<file path="config.mk">
export PLATFORM = sky130hd
export DESIGN_NAME = csd_mac
export DESIGN_NICKNAME = d
export VERILOG_FILES = /design/src/hw/rtl/csd_pkg.sv /design/src/hw/rtl/csd_mac.sv
export SDC_FILE = /design/constraint.sdc
export NUM_CORES = 2
export LEC_CHECK = 0
export ABC_AREA = 0
export BUFFER_PORTS_ARGS = -buffer_cell sky130_fd_sc_hd__buf_2
export CORE_MARGIN = 3
export CORE_UTILIZATION = 59
export DETAILED_ROUTE_END_ITERATION = 7
export PLACE_DENSITY = 0.77
export SYNTH_ARGS = -nofsm -noshare
export SYNTH_HDL_FRONTEND = slang
export SYNTH_SLANG_ARGS = --single-unit
</file>
<file path="constraint.sdc">
create_clock -name clk -period 10.6 [get_ports clk]
set_input_delay 1.59 -clock clk [delete_from_list [all_inputs] [get_ports clk]]
set_output_delay 1.59 -clock clk [all_outputs]
set_load 0.05 [all_outputs]
</file>
<file path="src/hw/rtl/csd_pkg.sv">
// Shared types and constants for the CSR sparse times dense multiplier.
// Used by the MAC datapath and the top level.
package csd_pkg;

  localparam int DEF_MAX_DIM      = 256;
  localparam int DEF_MAX_NNZ      = 1024;
  localparam int DEF_MAX_RHS_COLS = 8;
  localparam int DEF_FRAC_BITS    = 12;

  localparam int CFG_W     = 9;
  localparam int CFG_IDX_W = 2;
  localparam int ACC_W     = 40;
  localparam int VAL_W     = 16;

  typedef enum logic [2:0] {
    CMD_ROW_START = 3'd0,
    CMD_ENTRY     = 3'd1,
    CMD_DENSE     = 3'd2,
    CMD_COMPUTE   = 3'd3,
    CMD_READ      = 3'd4
  } command_t;

  typedef enum logic [1:0] {
    STATUS_OK    = 2'd0,
    STATUS_RANGE = 2'd1,
    STATUS_MODE  = 2'd2
  } status_t;

  typedef enum logic [1:0] {
    OP_PLAIN   = 2'd0,
    OP_TRANS   = 2'd1,
    OP_CONJ    = 2'd2,
    OP_INVALID = 2'd3
  } op_mode_t;

  typedef enum logic [1:0] {
    REG_OP_MODE     = 2'd0,
    REG_MATRIX_ROWS = 2'd1,
    REG_MATRIX_COLS = 2'd2,
    REG_RHS_COLS    = 2'd3
  } reg_index_t;

  typedef struct packed {
    logic [2:0]               command;
    logic [9:0]               slot;
    logic [10:0]              pointer_value;
    logic [7:0]               column;
    logic signed [VAL_W-1:0]  value_re;
    logic signed [VAL_W-1:0]  value_im;
  } req_item_t;

  typedef struct packed {
    logic [1:0]         status;
    logic signed [31:0] result_re;
    logic signed [31:0] result_im;
    logic               saturated;
  } rsp_item_t;

endpackage

</file>
<file path="src/hw/rtl/csd_mac.sv">
// Complex multiply-accumulate datapath: products, floor shift, saturating add.
// Depends on csd_pkg. Two register stages, products then shifted sums; the saturating add is combinational.
module csd_mac #(
  parameter int FRAC_BITS = csd_pkg::DEF_FRAC_BITS
) (
  input  logic                              clk,
  input  logic [2*csd_pkg::VAL_W-1:0]       a_val,
  input  logic [2*csd_pkg::VAL_W-1:0]       b_val,
  input  logic                              conj,
  input  logic [2*csd_pkg::ACC_W-1:0]       acc,
  output logic [2*csd_pkg::ACC_W-1:0]       sum
);
  import csd_pkg::*;

  localparam logic signed [ACC_W:0] ACC_HI = 41'sd549755813887;
  localparam logic signed [ACC_W:0] ACC_LO = -41'sd549755813888;

  logic signed [16:0] ar, ai, br, bi;
  logic signed [33:0] p_rr, p_ii, p_ri, p_ir;
  logic signed [34:0] s_re, s_im;
  logic signed [34:0] d_re, d_im;
  logic [2*ACC_W-1:0] acc1, acc2;
  logic signed [ACC_W:0] t_re, t_im;
  logic signed [ACC_W-1:0] o_re, o_im;

  function automatic logic signed [ACC_W-1:0] sat40(input logic signed [ACC_W:0] v);
    logic signed [ACC_W-1:0] r;
    if (v > ACC_HI) r = ACC_HI[ACC_W-1:0];
    else if (v < ACC_LO) r = ACC_LO[ACC_W-1:0];
    else r = v[ACC_W-1:0];
    return r;
  endfunction

  always_comb begin
    ar = {a_val[VAL_W-1], a_val[VAL_W-1:0]};
    ai = conj ? -{a_val[2*VAL_W-1], a_val[2*VAL_W-1:VAL_W]}
              : {a_val[2*VAL_W-1], a_val[2*VAL_W-1:VAL_W]};
    br = {b_val[VAL_W-1], b_val[VAL_W-1:0]};
    bi = {b_val[2*VAL_W-1], b_val[2*VAL_W-1:VAL_W]};
    s_re = 35'(p_rr) - 35'(p_ii);
    s_im = 35'(p_ri) + 35'(p_ir);
    t_re = $signed(acc2[ACC_W-1:0]) + 41'(d_re);
    t_im = $signed(acc2[2*ACC_W-1:ACC_W]) + 41'(d_im);
    o_re = sat40(t_re);
    o_im = sat40(t_im);
    sum  = {o_im, o_re};
  end

  always_ff @(posedge clk) begin
    p_rr <= ar * br;
    p_ii <= ai * bi;
    p_ri <= ar * bi;
    p_ir <= ai * br;
    acc1 <= acc;
    d_re <= s_re >>> FRAC_BITS;
    d_im <= s_im >>> FRAC_BITS;
    acc2 <= acc1;
  end
endmodule

</file>
After elaboration in Yosys (flattened, before gate mapping)
Index checks and enable logic that the tools add are counted.

storage, ports and cells
  latch bits = 0
  memory bits (writable) = 0
  register bits = 334
  memories kept = 0
  bits in read-only memories = 0
  input port bits = 146

cells by class
  divide/modulo/power cells = 0
  reduce and logical (&&, ||, !) cells = 0
  bitwise operators = 0
  $add $sub $neg = 5
  order comparisons = 4
  multipliers = 4
  muxes and demuxes = 5
  shifts and indexed selects = 0
  equal/unequal tests = 0

operators by type and width
  operator                                              count
  two-way mux 40 bit                                    4
  adder 40 x 22 -> 41 bit                               2
  > comparator 41 x 40 -> 1 bit, second input constant  2
  < comparator 41 x 40 -> 1 bit, second input constant  2
  multiplier 17 x 16 -> 33 bit                          2
  multiplier 16 x 16 -> 32 bit                          2
  adder 32 x 33 -> 34 bit                               1
  subtractor 32 x 33 -> 34 bit                          1
  two-way mux 17 bit                                    1
  negator 17 bit                                        1

Logic depth before layout (Yosys ltp)
  depth after elaboration = 4
  mapped depth = 33

Least setup slack after synthesis
OpenSTA, ideal clock, no wires.

  kind = input to register
  start point = in a_val[17] (netlist bit)
  end point = reg p_ii[32] (netlist name)
  slack = 1.587 ns
  required time = 10.528 ns
  setup time = 0.072 ns
  buffers on the path = 1
  cell stages on the path = 27
  arrival time = 8.941 ns
  cells stage by stage = or3_1 > nand2b_1 > or4_1 > o41ai_1 > xnor2_1 > clkbuf_1 > nand2_1 > fa_1 > fa_1 > fa_1 > inv_1 > fa_1 > fa_1 > inv_1 > fa_1 > inv_1 > ha_1 > a21o_1 > a21oi_1 > o21ai_0 > a41o_1 > a211oi_1 > a31oi_1 > o41ai_1 > o2111ai_1 > a21oi_1 > xnor2_1

on the way
  longest elaborated chain between the ends = 3

RTL lines
  item                            RTL line       RTL
  from (decl)                     csd_mac.sv:7   input logic [2*csd_pkg::VAL_W-1:0] a_val,
  negator 17 bit                  csd_mac.sv:36  ai = conj ? -{a_val[2*VAL_W-1], a_val[2*VAL_W-1:VAL_W]}
  two-way mux 17 bit *            csd_mac.sv:36
  multiplier 17 x 16 -> 33 bit *  csd_mac.sv:51  p_ii <= ai * bi;

Mark *: on every way between the ends. The rest lies on a longest branch, timed or not.

Worst setup path after layout
  start point = in a_val[16] (netlist bit)
  end point = reg p_ii[32] (netlist name)

on the way
  longest elaborated chain between the ends = 3

RTL lines
  item                            RTL line
  negator 17 bit                  csd_mac.sv:36
  two-way mux 17 bit *            csd_mac.sv:36
  multiplier 17 x 16 -> 33 bit *  csd_mac.sv:51

Marks and branches as above.

==> impl_metrics.json <==
{
  "skew_ns": 0.01697,
  "start_kind": "input port",
  "die_y_um": 309.2,
  "vias_per_cell": 5.555,
  "critPathArrivalTime_ns": 10.06,
  "fillers": 7371,
  "final_common_cell": "inv_1",
  "cts_buffers": 39,
  "synth.distinct_cells": 84,
  "dp_hpwl_um": 102000,
  "via_count": 39890,
  "grt_overflow": 0,
  "wirelength_um": 130400,
  "synthCells": 5892,
  "dieArea_sq_um": 95610,
  "period_share_pct": 90.41,
  "cp_max_fo": 17,
  "yosysTopAreaCell": "fa_1",
  "path_clk_slew_ns": 0.06,
  "drive_gt1_share_pct": 6.450,
  "area_growth_syn_to_layout_pct": 6.636,
  "syn_nets": 7593,
  "synth_xor_area_share_pct": 4.152,
  "yosys.area_share.adder_pct": 50.97,
  "post_synth_and_or_nand_nor_area_fraction_pct": 13.66,
  "htree_levels": 2,
  "path_buf_inv": 5,
  "setup_viol": 0,
  "rsz0062_at_grt": "false",
  "multi_input_area_sq_um": 41860,
  "ant_nets": 0,
  "core-area_sq_um": 90560,
  "ctsHoldBuffers": 0,
  "status": "completed",
  "max_freq_mhz": 104.3,
  "num_rows": 110,
  "final_cells": 7181,
  "report.final.slew_viol_count": 0,
  "drv_cap": 0,
  "antenna_found_initial": 12,
  "nNetsFinal": 7673,
  "holdPathStages": 0,
  "start_util_pct": 59.90,
  "hp-class": "flip-flop to flip-flop",
  "yosys.area.top_type_share_pct": 39.79,
  "fp.dieW_um": 309.2,
  "worstSkewPairLatency_ns": 0.57,
  "muxShareOfSynthArea_pct": 0.02076,
  "wl_per_cell_um": 18.16,
  "path_common_cell": "fa_1",
  "holdCritStartpoint": "acc1[12]",
  "dr.pass1.iters": 6,
  "r2r_slack_ns": 6.21,
  "dp.cells": 7107,
  "grtUsageTotal_pct": 28.60,
  "r2r.worst_path.cells": 12,
  "num_io_pins": 226,
  "cts_tree": "done",
  "syn_avg_cell_area_sq_um": 9.206,
  "maxSlewHeadroom_pct": 17.35,
  "crit_required_ns": 11.08,
  "worst_pin_slew_ns": 1.234,
  "worst-setup-path-type": "input port to flip-flop",
  "gp_congestion": 0.8929,
  "post_cts_resized": 0,
  "cpPeakStageDelay_ns": 0.59,
  "tns_ns": 0,
  "io_buffers": 225,
  "drc": 0,
  "reg2reg_from": "p_ir[10]",
  "finalHoldViolCount": 0,
  "ys.flop_type": "dfxtp_1",
  "rr_endpoint": "d_im[21]",
  "cts.sinks": 334,
  "synth-compound-area-share_pct": 8.149,
  "post-cts-setup-buffers": 0,
  "synth-edff-count": 0,
  "crit_family": "adder cells",
  "grt_pass1_vias": 42570,
  "synth-async-reset-ratio_pct": 0,
  "regArea_sq_um": 6686,
  "synth-seq-cells": 334,
  "synth.yosys.warnings": 0,
  "grt_max_degree": 35,
  "drt_iter0_drc": 3057,
  "synth_top_family_by_area": "adder cells",
  "grt_pass1_wl_um": 217500,
  "end_kind": "flip-flop",
  "syn_area_sq_um": 54240,
  "ys_top_cells_by_area": "fa_1 40%, dfxtp_1 12%, ha_1 11%, inv_1 9.0%, and2_1 5.3%",
  "mostFrequentLayoutCells": "1,305 x inv_1, 1,078 x fa_1, 648 x nand2_1",
  "clockBufferDepth": 3,
  "seq_area_frac_synth_pct": 12.33,
  "crit_slowest_cell": "fa_1",
  "cts_root_buffer": "clkbuf_16",
  "period_needed_ns": 9.584,
  "holdPathEnd": "acc2[12]"
}
==> flip-flops by register name, indices dropped and copies added (netlist names) <==
name,cells
p_ir,33
p_ri,32
d_re,22
d_im,22
acc1,80
p_ii,33
acc2,80
p_rr,32
==> stage by stage <==
stage / utilization (%) / instance area, sq um / hold slack, ns / setup WS [ns]
global route: 63.86 / 57840 / 0.3291 / 0.6171
global placement: 62.27 / 56390 / 0.3097 / 0.8298
finish: 63.87 / 57840 / 0.3145 / 1.016
floorplan: - / 54240 / 0.3096 / 1.587
CTS: 63.86 / 57830 / 0.3210 / 1.152
detailed placement: 62.27 / 56390 / 0.3121 / 0.5582
==> cell families after synthesis <==
family | after synthesis
AND/OR/NAND/NOR | 1509
XOR/XNOR | 255
flip-flops | 334
AO/OA/AOI/OAI | 690
multiplexers | 1
buffers and inverters | 1538
adder cells (fa/ha/maj) | 1565
==> worst max-delay path by stage <==
| stage | cells past startpoint | end | slack, ns | from |
|---|---|---|---|---|
| 3_3_place_gp | 27 | p_ii[32] | 0.83 | a_val[16] |
| 3_5_place_dp | 28 | p_ii[32] | 0.56 | a_val[16] |
| 5_1_grt | 28 | p_ii[32] | 0.62 | a_val[16] |
| 4_1_cts | 27 | p_ii[32] | 1.15 | a_val[16] |
| 2_1_floorplan | 27 | p_ii[32] | 1.59 | a_val[17] |
| 6_report | 28 | p_ii[32] | 1.02 | a_val[16] |
==> Yosys cell counts, drive strengths merged (6+ instances only) <==
master / number
and4: 10
o21ai: 159
nand2: 649
xnor2: 188
a21o: 93
nand2b: 47
maj3: 10
clkbuf: 216
o21bai: 25
or2: 10
fa: 1078
a21oi: 212
and2: 463
nor2: 157
dfxtp: 334
nor3: 34
a221oi: 6
o21a: 33
nand4: 19
a211oi: 37
o211ai: 15
and3: 22
nand3: 36
a211o: 7
a31oi: 18
nor2b: 29
or3: 11
ha: 477
xor2: 67
a311oi: 8
buf: 16
inv: 1305
o31ai: 21
==> worst register-to-register path: stages, from the launching register on <==
cell	delay, ns
dfxtp_1	0.32
ha_1	0.29
a211oi_1	0.36
o211ai_1	0.15
a21oi_1	0.35
o21ai_0	0.18
buf_4	0.18
a221oi_1	0.58
o21ai_0	0.31
o21a_1	0.28
nor3_1	0.21
o21bai_1	0.15
o31ai_1	0.82
==> per-layer routing <==
layer | up-vias | global-route usage (%) | share of wire (%)
met4 | 8 | 10.21 | 4.0
met1 | 20020 | 39.67 | 42
met2 | 1551 | 45.42 | 46
li1 | 18050 | - | -
met3 | 267 | 5.284 | 8.7
met5 | - | 0 | 0.051
==> final cells by class <==
cell class	count	area share, %
timing repair buffer	271	2.544
clock buffer	47	1.882
clock inverter	22	0.6100
sequential	334	11.56
multi-input combinational	4020	72.36
antenna	5	0.02163
tap	1176	2.544
inverter	1306	8.475
Power is left out: the tool's default activity adds up to more than one toggle a clock period on the data nets, which glitch-free logic cannot reach.
